<file path="src/hw/rtl/rcec_pkg.sv">
// Shared types, constants and helpers for the rotate cipher ECB/CBC engine.
package rcec_pkg;

    localparam int BLOCK_BYTES = 16;
    localparam int POS_W       = $clog2(BLOCK_BYTES);
    localparam int KEY_W       = 48;
    localparam int IV_W        = 64;
    localparam int CFG_IDX_W   = 3;
    localparam int CFG_DATA_W  = 64;
    localparam int QUEUE_DEPTH = 2;
    localparam int QPTR_W      = $clog2(QUEUE_DEPTH);
    localparam int QCNT_W      = $clog2(QUEUE_DEPTH + 1);

    typedef enum logic [CFG_IDX_W-1:0] {
        CFG_KEY_ROT = 3'd0,
        CFG_IV_LO   = 3'd1,
        CFG_IV_HI   = 3'd2,
        CFG_MODE    = 3'd3,
        CFG_DIR     = 3'd4
    } t_cfg_idx;

    typedef struct packed {
        logic [KEY_W-1:0] key_rot;
        logic [IV_W-1:0]  iv_lo;
        logic [IV_W-1:0]  iv_hi;
        logic             cbc;
        logic             dec;
    } t_cfg;

    typedef struct packed {
        logic [7:0] data;
        logic       last;
    } t_item;

    function automatic logic [7:0] rot_left(input logic [7:0] v, input logic [2:0] r);
        logic [15:0] t;
        t = {v, v} << r;
        return t[15:8];
    endfunction

    function automatic logic [7:0] rot_right(input logic [7:0] v, input logic [2:0] r);
        logic [15:0] t;
        t = {v, v} >> r;
        return t[7:0];
    endfunction

endpackage

</file>
<file path="src/hw/rtl/rotate_cipher_ecb_cbc_engine_top.sv">
// Top level of the byte-rotation cipher engine with ECB and CBC chaining.
// Each accepted byte yields one output byte, one per cycle while the output is
// not stalled, passing through the queue and then the output register. A byte
// flagged last that ends inside a block is followed by zero pad bytes up to the
// block boundary, one per cycle while the output is not stalled, and no new
// byte leaves the queue while padding. tlast marks the last output byte
// of each request and tuser the final byte of the padded message. Configuration
// writes take effect at once; the user must make them only while the engine is
// idle, and the block does not enforce this. An IV write reloads the whole chain.
module rotate_cipher_ecb_cbc_engine_top import rcec_pkg::*; (
    input  logic                  i_clk,
    input  logic                  i_rst_n,
    input  logic                  i_cfg_we,
    input  logic [CFG_IDX_W-1:0]  i_cfg_idx,
    input  logic [CFG_DATA_W-1:0] i_cfg_data,
    input  logic                  i_s_axis_tvalid,
    output logic                  o_s_axis_tready,
    input  logic [7:0]            i_s_axis_tdata,   // [7:0] data_byte
    input  logic                  i_s_axis_tlast,   // message_last
    output logic                  o_m_axis_tvalid,
    input  logic                  i_m_axis_tready,
    output logic [7:0]            o_m_axis_tdata,   // [7:0] out_byte
    output logic                  o_m_axis_tlast,   // run_last
    output logic                  o_m_axis_tuser    // [0] message_end
);

    t_cfg  cfg;
    logic  iv_load;
    logic  q_full;
    logic  q_push;
    t_item q_in;
    logic  q_pop;
    logic  q_valid;
    t_item q_out;

    rcec_front u_front (
        .i_clk      (i_clk),
        .i_rst_n    (i_rst_n),
        .i_cfg_we   (i_cfg_we),
        .i_cfg_idx  (i_cfg_idx),
        .i_cfg_data (i_cfg_data),
        .i_s_valid  (i_s_axis_tvalid),
        .i_s_data   (i_s_axis_tdata),
        .i_s_last   (i_s_axis_tlast),
        .o_s_ready  (o_s_axis_tready),
        .i_q_full   (q_full),
        .o_q_push   (q_push),
        .o_q_item   (q_in),
        .o_cfg      (cfg),
        .o_iv_load  (iv_load)
    );

    rcec_queue u_queue (
        .i_clk   (i_clk),
        .i_rst_n (i_rst_n),
        .i_push  (q_push),
        .i_item  (q_in),
        .o_full  (q_full),
        .i_pop   (q_pop),
        .o_valid (q_valid),
        .o_item  (q_out)
    );

    rcec_back u_back (
        .i_clk     (i_clk),
        .i_rst_n   (i_rst_n),
        .i_cfg     (cfg),
        .i_iv_load (iv_load),
        .i_q_valid (q_valid),
        .i_q_item  (q_out),
        .o_q_pop   (q_pop),
        .o_m_valid (o_m_axis_tvalid),
        .i_m_ready (i_m_axis_tready),
        .o_m_data  (o_m_axis_tdata),
        .o_m_last  (o_m_axis_tlast),
        .o_m_end   (o_m_axis_tuser)
    );

endmodule

</file>
<file path="src/hw/rtl/rcec_front.sv">
// Front end: configuration registers and input request acceptance into the queue.
module rcec_front import rcec_pkg::*; (
    input  logic                  i_clk,
    input  logic                  i_rst_n,
    input  logic                  i_cfg_we,
    input  logic [CFG_IDX_W-1:0]  i_cfg_idx,
    input  logic [CFG_DATA_W-1:0] i_cfg_data,
    input  logic                  i_s_valid,
    input  logic [7:0]            i_s_data,
    input  logic                  i_s_last,
    output logic                  o_s_ready,
    input  logic                  i_q_full,
    output logic                  o_q_push,
    output t_item                 o_q_item,
    output t_cfg                  o_cfg,
    output logic                  o_iv_load
);

    t_cfg r_cfg;
    logic r_iv_load;

    always_ff @(posedge i_clk) begin
        if (!i_rst_n) begin
            r_cfg     <= '0;
            r_iv_load <= 1'b0;
        end else begin
            r_iv_load <= 1'b0;
            if (i_cfg_we) begin
                case (t_cfg_idx'(i_cfg_idx))
                    CFG_KEY_ROT: r_cfg.key_rot <= i_cfg_data[KEY_W-1:0];
                    CFG_IV_LO: begin
                        r_cfg.iv_lo <= i_cfg_data[IV_W-1:0];
                        r_iv_load   <= 1'b1;
                    end
                    CFG_IV_HI: begin
                        r_cfg.iv_hi <= i_cfg_data[IV_W-1:0];
                        r_iv_load   <= 1'b1;
                    end
                    CFG_MODE:    r_cfg.cbc <= i_cfg_data[0];
                    CFG_DIR:     r_cfg.dec <= i_cfg_data[0];
                    default:     ;
                endcase
            end
        end
    end

    assign o_s_ready      = !i_q_full;
    assign o_q_push       = i_s_valid && !i_q_full;
    assign o_q_item.data  = i_s_data;
    assign o_q_item.last  = i_s_last;
    assign o_cfg          = r_cfg;
    assign o_iv_load      = r_iv_load;

endmodule

</file>
<file path="src/hw/rtl/rcec_queue.sv">
// Short request queue between the front end and the cipher back end.
module rcec_queue import rcec_pkg::*; (
    input  logic  i_clk,
    input  logic  i_rst_n,
    input  logic  i_push,
    input  t_item i_item,
    output logic  o_full,
    input  logic  i_pop,
    output logic  o_valid,
    output t_item o_item
);

    t_item              r_mem [QUEUE_DEPTH];
    logic [QPTR_W-1:0]  r_wp;
    logic [QPTR_W-1:0]  r_rp;
    logic [QCNT_W-1:0]  r_cnt;
    logic               pop_ok;

    assign pop_ok = i_pop && (r_cnt != '0);

    always_ff @(posedge i_clk) begin
        if (i_push) begin
            r_mem[r_wp] <= i_item;
        end
    end

    always_ff @(posedge i_clk) begin
        if (!i_rst_n) begin
            r_wp  <= '0;
            r_rp  <= '0;
            r_cnt <= '0;
        end else begin
            if (i_push) begin
                r_wp <= (r_wp == QPTR_W'(QUEUE_DEPTH - 1)) ? '0 : r_wp + 1'b1;
            end
            if (pop_ok) begin
                r_rp <= (r_rp == QPTR_W'(QUEUE_DEPTH - 1)) ? '0 : r_rp + 1'b1;
            end
            case ({i_push, pop_ok})
                2'b10:   r_cnt <= r_cnt + 1'b1;
                2'b01:   r_cnt <= r_cnt - 1'b1;
                default: r_cnt <= r_cnt;
            endcase
        end
    end

    assign o_full  = (r_cnt == QCNT_W'(QUEUE_DEPTH));
    assign o_valid = (r_cnt != '0);
    assign o_item  = r_mem[r_rp];

endmodule

</file>
<file path="src/hw/rtl/rcec_back.sv">
// Back end: byte rotation, chaining, end-of-message padding and output register.
module rcec_back import rcec_pkg::*; (
    input  logic       i_clk,
    input  logic       i_rst_n,
    input  t_cfg       i_cfg,
    input  logic       i_iv_load,
    input  logic       i_q_valid,
    input  t_item      i_q_item,
    output logic       o_q_pop,
    output logic       o_m_valid,
    input  logic       i_m_ready,
    output logic [7:0] o_m_data,
    output logic       o_m_last,
    output logic       o_m_end
);

    logic [7:0]       r_chain [BLOCK_BYTES];
    logic [POS_W-1:0] r_pos;
    logic             r_pad;
    logic             r_vld;
    logic [7:0]       r_data;
    logic             r_last;
    logic             r_end;

    logic             adv;
    logic             go;
    logic [7:0]       b;
    logic             last;
    logic [2:0]       amt;
    logic [7:0]       ch;
    logic [7:0]       res;
    logic [7:0]       ch_nx;
    logic [POS_W-1:0] pos_nx;
    logic             msg_end;

    always_comb begin
        adv     = !r_vld || i_m_ready;
        go      = adv && (r_pad || i_q_valid);
        b       = r_pad ? 8'h00 : i_q_item.data;
        last    = r_pad || i_q_item.last;
        amt     = i_cfg.key_rot[3*r_pos +: 3];
        ch      = r_chain[r_pos];
        if (!i_cfg.dec) begin
            res   = rot_left(i_cfg.cbc ? (b ^ ch) : b, amt);
            ch_nx = res;
        end else begin
            res   = rot_right(b, amt) ^ (i_cfg.cbc ? ch : 8'h00);
            ch_nx = b;
        end
        pos_nx  = (r_pos == POS_W'(BLOCK_BYTES - 1)) ? '0 : r_pos + 1'b1;
        msg_end = last && (pos_nx == '0);
    end

    assign o_q_pop = adv && !r_pad;

    always_ff @(posedge i_clk) begin
        if (!i_rst_n) begin
            r_pos <= '0;
            r_pad <= 1'b0;
            r_vld <= 1'b0;
            for (int j = 0; j < BLOCK_BYTES; j++) begin
                r_chain[j] <= 8'h00;
            end
        end else begin
            if (adv) begin
                r_vld <= go;
            end
            if (go) begin
                r_pos <= pos_nx;
                r_pad <= last && !msg_end;
                if (i_cfg.cbc) begin
                    r_chain[r_pos] <= ch_nx;
                end
            end
            if ((go && msg_end) || i_iv_load) begin
                for (int j = 0; j < BLOCK_BYTES; j++) begin
                    r_chain[j] <= (j < 8) ? i_cfg.iv_lo[(j % 8) * 8 +: 8]
                                          : i_cfg.iv_hi[(j % 8) * 8 +: 8];
                end
            end
        end
    end

    always_ff @(posedge i_clk) begin
        if (go) begin
            r_data <= res;
            r_last <= !last || msg_end;
            r_end  <= msg_end;
        end
    end

    assign o_m_valid = r_vld;
    assign o_m_data  = r_data;
    assign o_m_last  = r_last;
    assign o_m_end   = r_end;

endmodule

</file>
<file path="config.mk">
export PLATFORM = sky130hd
export DESIGN_NAME = rotate_cipher_ecb_cbc_engine_top
export DESIGN_NICKNAME = d
export VERILOG_FILES = /design/src/hw/rtl/rcec_pkg.sv /design/src/hw/rtl/rotate_cipher_ecb_cbc_engine_top.sv /design/src/hw/rtl/rcec_front.sv /design/src/hw/rtl/rcec_queue.sv /design/src/hw/rtl/rcec_back.sv
export SDC_FILE = /design/constraint.sdc
export NUM_CORES = 1
export LEC_CHECK = 0
export BUFFER_PORTS_ARGS = -buffer_cell sky130_fd_sc_hd__buf_2
export CAP_MARGIN = 30
export CORE_ASPECT_RATIO = 1.25
export CORE_MARGIN = 2
export CORE_UTILIZATION = 67
export CTS_BUF_LIST = sky130_fd_sc_hd__clkbuf_8
export DETAILED_ROUTE_END_ITERATION = 10
export GPL_ROUTABILITY_DRIVEN = 0
export PLACE_DENSITY = 0.84
export SLEW_MARGIN = 20
export SYNTH_ARGS = -nofsm -noshare
export SYNTH_HDL_FRONTEND = slang
export SYNTH_SLANG_ARGS = --single-unit
</file>
<file path="constraint.sdc">
create_clock -name i_clk -period 6.9 [get_ports i_clk]
set_input_delay 1.035 -clock i_clk [delete_from_list [all_inputs] [get_ports i_clk]]
set_output_delay 1.035 -clock i_clk [all_outputs]
set_load 0.05 [all_outputs]
</file>
==> results, run 1 <==
- For this configuration, the core starts out at a cell density of about two thirds.
- The worst register-to-register path has a depth of 10.
- The worst pin sits at a relative slew slack of 32.5%.
- The first routing iteration left 1773 violations.
- In the final design database the tool counted 1858 nets.
- The latest clock arrival within the worst-skew pair is between 500 and 600 ps.
- When the netlist entered floorplanning its net count stood at around 1800.
- The overall die width is between 100 and 150 µm.
- The placed wire-length estimate after detailed placement is 32300 µm.
- The area of the core is 24400 µm².
- The register-to-register setup slack is between 2000 and 2500 ps.
- For this block, the via count after detailed routing is ~14000.
- The average via count per standard cell is 6.45.
- For the pin with the worst max-slew slack, the measured transition is roughly 1000 ps.
- The final period demand of the worst path is between 4000 and 5000 ps.
- The y dimension of the die is around 180 µm.
- The share of the synthesized area in the top cell type is 28.1%.
- The tree is rooted in a sky130_fd_sc_hd__clkbuf_8.
- The via count of the first global-routing pass was ~13000.
- The area growth from synthesis to layout is 9.52%.
- The site row count is 64.
- The async set-or-reset flop fraction in the synthesized netlist is 0%.
- The power density over the cells is ~300 nW/µm².
- Each instance of the synthesized netlist takes up on average 9.62 µm².
- Derived from the worst setup path, the maximum achievable clock frequency is around 220 MHz.
- STA classifies the critical path startpoint as a register.
- The routed design has around 48000 µm of wire.
- The synthesized flop and latch total is 350.
- The maximum root-to-sink buffer count is 3.
- The routed wire length per instance is between 20 and 25 µm.
- The worst setup path is captured at a register.
- TritonCTS built the clock tree.
- Setup slack closes at between 2000 and 2500 ps.
- The total global routing track utilization is a little over a third.
- The most used flip-flop cell after synthesis is sky130_fd_sc_hd__dfxtp_1.
- The maximum level of the CTS H-tree is 2.
- Of the available clock period, the critical path in the final layout requires 65.3%.
- In the post-synthesis netlist, the biggest area contributors are sky130_fd_sc_hd__edfxtp_1, sky130_fd_sc_hd__dfxtp_1, sky130_fd_sc_hd__nand2_1.
- IR analysis of the VDD net gives a maximum drop of approximately 0.19 mV.
- Data on the critical path arrives at its endpoint at ~4800 ps.
- Setup total negative slack on the finished layout was measured at 0 ps.
- Entering global routing, the biggest net connects around 110 pins.
- Along the worst path, the maximum fanout reaches 27.
- After synthesis the cells add up to between 15000 and 20000 µm².
- The die covers about 26000 µm².
- The hold violation total from the final report is 0.
- Data on the critical path is required at its endpoint by slightly above 7000 ps.
- The sequential cell area fraction in the yosys report is 51.5%.
- The total setup buffers inserted after CTS is 0.
- The wire length of the first global-routing pass is around 73000 µm.
- The count of cell types in the netlist is 73.
- The worst-case hold slack is 463 ps.
- Once detail routing completed, the nets flagged for antenna violations numbered 0.
- The clock input transition at the sequential cells of the worst setup and hold paths is around 70 ps.
- Gates resized during post-CTS repair numbered 0.
- Summing internal, switching and leakage power gives about 0.0055 W.
- Global routing finished with a remaining overflow of 0.
- The analysis attributes to cell leakage a power of roughly 6.4 nW.
- The number of sinks on the clock net is 350.
- In the routed design, unresolved DRC markers number 0.
- Max-cap violations in this run came to 0.
- The flow ran to the end, and the final reports show no timing, DRC or antenna violations.
- In this run the count of I/O pins placed on the die edge is 93.
- The most frequent cell after synthesis is sky130_fd_sc_hd__nand2_1.
- In the synthesized netlist, the cells that appear most often are sky130_fd_sc_hd__nand2_1, sky130_fd_sc_hd__dfxtp_1, sky130_fd_sc_hd__a21boi_0, sky130_fd_sc_hd__edfxtp_1, sky130_fd_sc_hd__clkbuf_1.
- The kind of path behind the tightest hold check is reg2reg.
- Timing analysis after detailed placement gives a worst setup slack of 2290 ps.
- The worst clock skew is 32.2 ps.
- The final number of setup-violating endpoints is 0.
- Counting flops with a built-in enable in the synthesized netlist gives roughly 160.
- Cells with a size suffix above 1 make up between 10% and 20% of the layout.
- The worst setup path is of the reg2reg kind.
- The antenna diode count is 0.
- The CTS buffer count is 52.
- The number of detailed-route iterations in the first pass is 6.
- Port buffering added 92 buffers.
- The library cell occupying the most area in the post-synthesis netlist is sky130_fd_sc_hd__edfxtp_1.
- The final max-slew violation count is 0.
- The count of hold buffers inserted by post-cts repair is 0.
- For this run, the number of Yosys warnings is 0.
- The number of antenna violations at the first check in global routing is 0.
- The worst hold path was traced through 2 stages.
- Setup repair after global routing left no endpoint under its margin.
- Synthesis produced about 1700 cells.
[routing by layer]
metal / up-vias / GRT usage [%] / part of all wire (%)
li1: 6203 / - / -
met1: 6455 / 46.9 / 36
met2: 953 / 57.2 / 46
met3: 210 / 7.42 / 12
met4: 0 / 17.7 / 5.6
met5: - / 0 / 0
[path summary, 6_finish.rpt]
check / startpoint / to
max: register / u_back.r_chain[15][0]$_DFFE_PP_
min: u_front.o_cfg[77]$_SDFFE_PN0P_ / u_front.o_cfg[77]$_SDFFE_PN0P_
max reg2reg: register / u_back.r_chain[15][0]$_DFFE_PP_
min reg2reg: u_front.o_cfg[77]$_SDFFE_PN0P_ / u_front.o_cfg[77]$_SDFFE_PN0P_
[placed cells by master, fill, tap and decap left out, types with 16 or more instances in the layout]
master and instances:
sky130_fd_sc_hd__nand2_1 483, sky130_fd_sc_hd__dfxtp_1 193, sky130_fd_sc_hd__a21boi_0 178, sky130_fd_sc_hd__edfxtp_1 156, sky130_fd_sc_hd__buf_2 91, sky130_fd_sc_hd__mux2i_1 72
sky130_fd_sc_hd__o21ai_0 71, sky130_fd_sc_hd__nand3_1 70, sky130_fd_sc_hd__o21ai_1 62, sky130_fd_sc_hd__clkbuf_8 62, sky130_fd_sc_hd__nor2_1 58, sky130_fd_sc_hd__a21oi_1 28
sky130_fd_sc_hd__mux4_2 21, sky130_fd_sc_hd__buf_4 20, sky130_fd_sc_hd__inv_1 16
[kinds of logic (layout without fill, tap and decap cells)]
family	Yosys count	in the layout	share of synthesized area, %
compound gates	434	434	18.3
xor+xnor	17	17	0.940
fa+ha+maj	6	6	0.451
buf+inv	138	220	3.81
flops	350	350	51.5
mux	107	107	8.16
simple gates	679	679	16.9
[where the power goes]
group / internal [W] / switching [W] / total [W]
combinational: 0.000428 / 0.000929 / 0.00136
sequential: 0.00232 / 0.000120 / 0.00244
clock: 0.000895 / 0.000808 / 0.00170
[worst max-delay path, stage by stage, from the launching register on]
cell	delay, ps
sky130_fd_sc_hd__dfxtp_2	820
sky130_fd_sc_hd__buf_4	440
sky130_fd_sc_hd__mux2i_1	250
sky130_fd_sc_hd__a221o_1	380
sky130_fd_sc_hd__o22ai_1	400
sky130_fd_sc_hd__xor2_1	290
sky130_fd_sc_hd__mux2_4	360
sky130_fd_sc_hd__o2bb2ai_2	140
sky130_fd_sc_hd__o41ai_4	580
sky130_fd_sc_hd__buf_4	390
sky130_fd_sc_hd__o21ai_0	150
[sequential cells by signal, summed over array words and instances (netlist names), named ones only]
| name | cells |
|---|---|
| u_queue.r_rp | 1 |
| u_back.o_m_data | 8 |
| u_queue.r_wp | 1 |
| u_queue.r_cnt | 2 |
| u_front.o_iv_load | 1 |
| u_back.r_pad | 1 |
| u_front.o_cfg | 178 |
| u_back.r_pos | 4 |
| u_back.o_m_last | 1 |
| u_back.r_chain | 128 |
| u_back.o_m_end | 1 |
| u_back.o_m_valid | 1 |
| u_queue.r_mem | 18 |
[per-stage QoR]
step | utilization (%) | area (µm²) | instances
final | 74.6 | 18200 | 2143
after detailed placement | 70.1 | 17100 | 2042
after global routing | 74.6 | 18200 | 2143
after global placement | 69.9 | 17100 | 2038
after CTS | 74.4 | 18200 | 2138
after floorplan | - | 16600 | 1731
[final cells by class]
class                      instances  area (µm²)
clock buffer                      62         853
multi-input combinational       1243        7460
inverter                           5        18.8
sequential                       350        8570
clock inverter                    34         205
tap                              330         413
timing repair buffer             119         707
fill                            1690        6190
No activity file was read; power rests on OpenSTA's default activity.
==> run 2: changes to the inputs <==
- CORE_UTILIZATION: 67 -> 57
- PLACE_DENSITY: 0.84 -> 0.76
- clock period: 6.9 -> 4 ns (I/O delays scaled with it)
==> results, run 2 (same netlist as run 1, synthesis figures left out) <==
- The origin of the worst min-delay path was i_s_axis_tdata[3] (was u_front.o_cfg[77]$_SDFFE_PN0P_).
- The critical path data arrival time is 4150 ps (was 4830 ps).
- Most frequent cells in the layout: sky130_fd_sc_hd__nand2_1, sky130_fd_sc_hd__dfxtp_1, sky130_fd_sc_hd__a21boi_0 (unchanged).
- The power density over the cells is 520 nW/µm² (was 302 nW/µm²).
- The max-slew headroom at the worst pin is 33.9% (was 32.5%).
- The part of the power in combinational logic is 24.9% (was 24.7%).
- The y dimension of the die was 195 µm (was 180 µm).
- The total global routing track utilization came to 32.2% (was 35.8%).
- The startpoint type of the worst setup path is a register (unchanged).
- The critical register-to-register path endpoint is u_back.r_chain[14][5]$_DFFE_PP_ (was u_back.r_chain[15][0]$_DFFE_PP_).
- The final period demand of the worst path came to 3810 ps (was 4510 ps).
- The overall die width came to 157 µm (was 145 µm).
- The count of input and output buffers came to 92 (unchanged).
- The count of nets after finishing is 1893 (was 1858).
- The final cell count without fillers is 2241 (was 2143).
- The number of flip-flops in the largest register came to 178 (unchanged).
- The max-capacitance violation count is 0 (unchanged).
- The initial DRC count is 1411 (was 1773).
- The commonest non-fill, non-tap cell in the layout is sky130_fd_sc_hd__nand2_1 (unchanged).
- The count of cells along the worst register-to-register path is 11 (was 10).
- The top cell family by delay on the critical path is compound AO/OA/AOI/OAI gates (unchanged).
- The CTS buffer count is 53 (was 52).
- The share of power burned in the clock network is 32.2% (was 31.0%).
- The largest fanout on the critical path came to 21 (was 27).
- The latest clock arrival within the worst-skew pair came to 610 ps (was 590 ps).
- The worst-margin pin slew was 991 ps (was 1010 ps).
- RSZ-0062 raised after global routing: false (unchanged).
- The worst register-to-register path begins at u_back.r_pos[0]$_SDFFE_PN0N_.
- The kind of path behind the tightest hold check is in2reg (was reg2reg).
- The part of the total power dissipated in sequential elements is 42.8% (was 44.4%).
- The final max-slew violation count was 0 (unchanged).
- The leakage power is 6.64 nW (was 6.39 nW).
- The number of detailed-route iterations in the first pass is 6 (unchanged).
- The cell repeated most along the worst path is sky130_fd_sc_hd__buf_4 (unchanged).
- The leftover overflow at the end of global routing was 0 (unchanged).
- The required time at the worst-slack endpoint is 4340 ps (was 7220 ps).
- The site row count came to 69 (was 64).
- The count of unresolved DRC violations after routing is 0 (unchanged).
- The hold-critical path depth is 1 (was 2).
- The final wirelength came to 49400 µm (was 47600 µm).
- The switching part of the total is 33.1% (was 33.8%).
- The clock root buffer master was sky130_fd_sc_hd__clkbuf_8 (unchanged).
- The register-to-register setup slack is 190 ps (was 2390 ps).
- The critical path start-end classification is reg2reg (unchanged).
- The number of sinks on the clock net came to 350 (unchanged).
- The placed wire-length estimate after detailed placement was 34900 µm (was 32300 µm).
- The total vias in the final route came to 13736 (was 13821).
- The number of stages on the worst setup path came to 11 (was 10).
- The hold violation total from the final report is 0 (unchanged).
- The endpoint class of the critical path is a register (unchanged).
- The maximum root-to-sink buffer count is 3 (unchanged).
- The number of fill cells is 2270 (was 1690).
- The average via count per standard cell is 6.13 (was 6.45).
- The growth of design area from synthesis to finish is 12.2% (was 9.52%).
- The routed wire length per instance was 22.1 µm (was 22.2 µm).
- The maximum level of the CTS H-tree is 2 (unchanged).
- The share of the clock period used by the worst path after layout is 95.3% (was 65.3%).
- The CTS tree is built (unchanged).
- The largest vdd supply drop is 0.304 mV (was 0.189 mV).
- The clock input transition at the sequential cells of the worst setup and hold paths is 70 ps (about the same).
- The number of antenna violations at the first check in global routing was 0 (unchanged).
- The total die area is 30600 µm² (was 26100 µm²).
- The worst clock skew came to 21.9 ps (was 32.2 ps).
- The area of the core is 28600 µm² (was 24400 µm²).
- The residual antenna-violating net count after detailed routing is 0 (unchanged).
- Critical Path, Cell by Cell: buf_4 -> mux4_2 -> a22o_1 -> a221oi_2 -> buf_4 -> nor3_2 -> a21o_1 -> a221o_1 -> o32ai_2 -> buf_4 -> o21ai_0 (was buf_4 -> mux2i_1 -> a221o_1 -> o22ai_1 -> xor2_1 -> mux2_4 -> o2bb2ai_2 -> o41ai_4 -> buf_4 -> o21ai_0).
- The pin count of the biggest net entering global routing is 223 (was 112).
- Status: completed (unchanged).
- The initial core utilization is 58.3% (was 68.2%).
- The antenna diode count was 0 (unchanged).
- The via count of the first global-routing pass is 13180 (was 13047).
- The critical path buffer and inverter count came to 3 (was 2).
- The largest stage delay on the critical path is 510 ps (was 820 ps).
- The number of placed cells counting well taps is 2140 (was 2042).
- The setup TNS is 0 ps (unchanged).
- The number of I/O pins is 93 (unchanged).
- The share of post-route cells with drive strength above 1 came to 16.7% (was 14.9%).
- The net switching component of the power is 0.00322 W (was 0.00186 W).
- The wire length of the first global-routing pass is 74800 µm (was 73000 µm).
- The count of hold buffers inserted by post-cts repair is 0 (unchanged).
- The achievable frequency is 262 MHz (was 222 MHz).
- The worst-path cell with the longest stage delay is sky130_fd_sc_hd__mux4_2 (was sky130_fd_sc_hd__dfxtp_2).
- The worst min-delay path endpoint was u_queue.r_mem[0][4]$_DFFE_PP_ (was u_front.o_cfg[77]$_SDFFE_PN0P_).
- The internal cell power is 0.00650 W (was 0.00364 W).
- The final number of setup-violating endpoints is 0 (unchanged).
run 2: worst max-delay path by stage:
stage	startpoint	to	slack, ps
after floorplan	u_back.r_pad$_SDFFE_PN0N_	u_back.r_chain[12][0]$_DFFE_PP_	830
after global placement	u_back.r_pos[0]$_SDFFE_PN0N_	u_back.r_chain[13][2]$_DFFE_PP_	350
after detailed placement	u_back.r_pos[0]$_SDFFE_PN0N_	u_back.r_chain[14][2]$_DFFE_PP_	190
after CTS	u_back.r_pos[0]$_SDFFE_PN0N_	u_back.r_chain[14][2]$_DFFE_PP_	180
after global routing	u_back.r_pos[0]$_SDFFE_PN0N_	u_back.r_chain[14][5]$_DFFE_PP_	90
final	u_back.r_pos[0]$_SDFFE_PN0N_	u_back.r_chain[14][5]$_DFFE_PP_	190
run 2: power groups by stage:
| stage | clock, W | sequential (W) | combinational (W) |
|---|---|---|---|
| after floorplan | 0 | 0.00435 | 0.00142 |
| final | 0.00313 | 0.00416 | 0.00242 |
| after detailed placement | 0 | 0.00424 | 0.00232 |
| after global placement | 0 | 0.00423 | 0.00228 |
| after CTS | 0.00315 | 0.00416 | 0.00233 |
| after global routing | 0.00330 | 0.00419 | 0.00253 |
run 2: metrics by stage:
step / power, W / hold WS, ps / worst slack, ps / cell area, µm² / utilization (%)
2_1_floorplan: 0.00577 / 440 / 826 / 16600 / -
3_5_place_dp: 0.00656 / 458 / 192 / 17500 / 61.3
6_report: 0.00972 / 189 / 186 / 18700 / 65.4
4_1_cts: 0.00964 / 162 / 183 / 18700 / 65.3
3_3_place_gp: 0.00651 / 450 / 354 / 17500 / 61.3
5_1_grt: 0.0100 / 172 / 88.3 / 18700 / 65.4
run 2: final cells by class:
type	instances	area (µm²)	area share [%]
clock buffers	67	922	4.94
clock inverters	33	231	1.24
inverters	5	18.8	0.100
multi-input cells	1243	7470	40.0
flip-flops and latches	350	8570	45.9
well taps	390	488	2.61
repair buffers	153	987	5.28
run 2: layer usage:
metal / wire length [µm] / track usage [%] / vias up
met1: 18600 / 41.6 / 6407
met2: 22900 / 51.5 / 848
met4: 3180 / 17.7 / 0
met3: 4790 / 5.33 / 196
li1: - / - / 6285
met5: 0 / 0 / -
run 2: worst register-to-register path, stage by stage, from the launching register on:
cell,delay [ps]
sky130_fd_sc_hd__dfxtp_1,490
sky130_fd_sc_hd__buf_4,220
sky130_fd_sc_hd__mux4_2,510
sky130_fd_sc_hd__a22o_1,240
sky130_fd_sc_hd__a221oi_2,190
sky130_fd_sc_hd__buf_4,340
sky130_fd_sc_hd__nor3_2,150
sky130_fd_sc_hd__a21o_1,210
sky130_fd_sc_hd__a221o_1,320
sky130_fd_sc_hd__o32ai_2,440
sky130_fd_sc_hd__buf_4,310
sky130_fd_sc_hd__o21ai_0,130
run 2: what timing repair did:
action | CTS | global route
setup buffers | 0 | 1
resized for setup | 0 | 2
endpoints found under the setup margin | 0 | 8
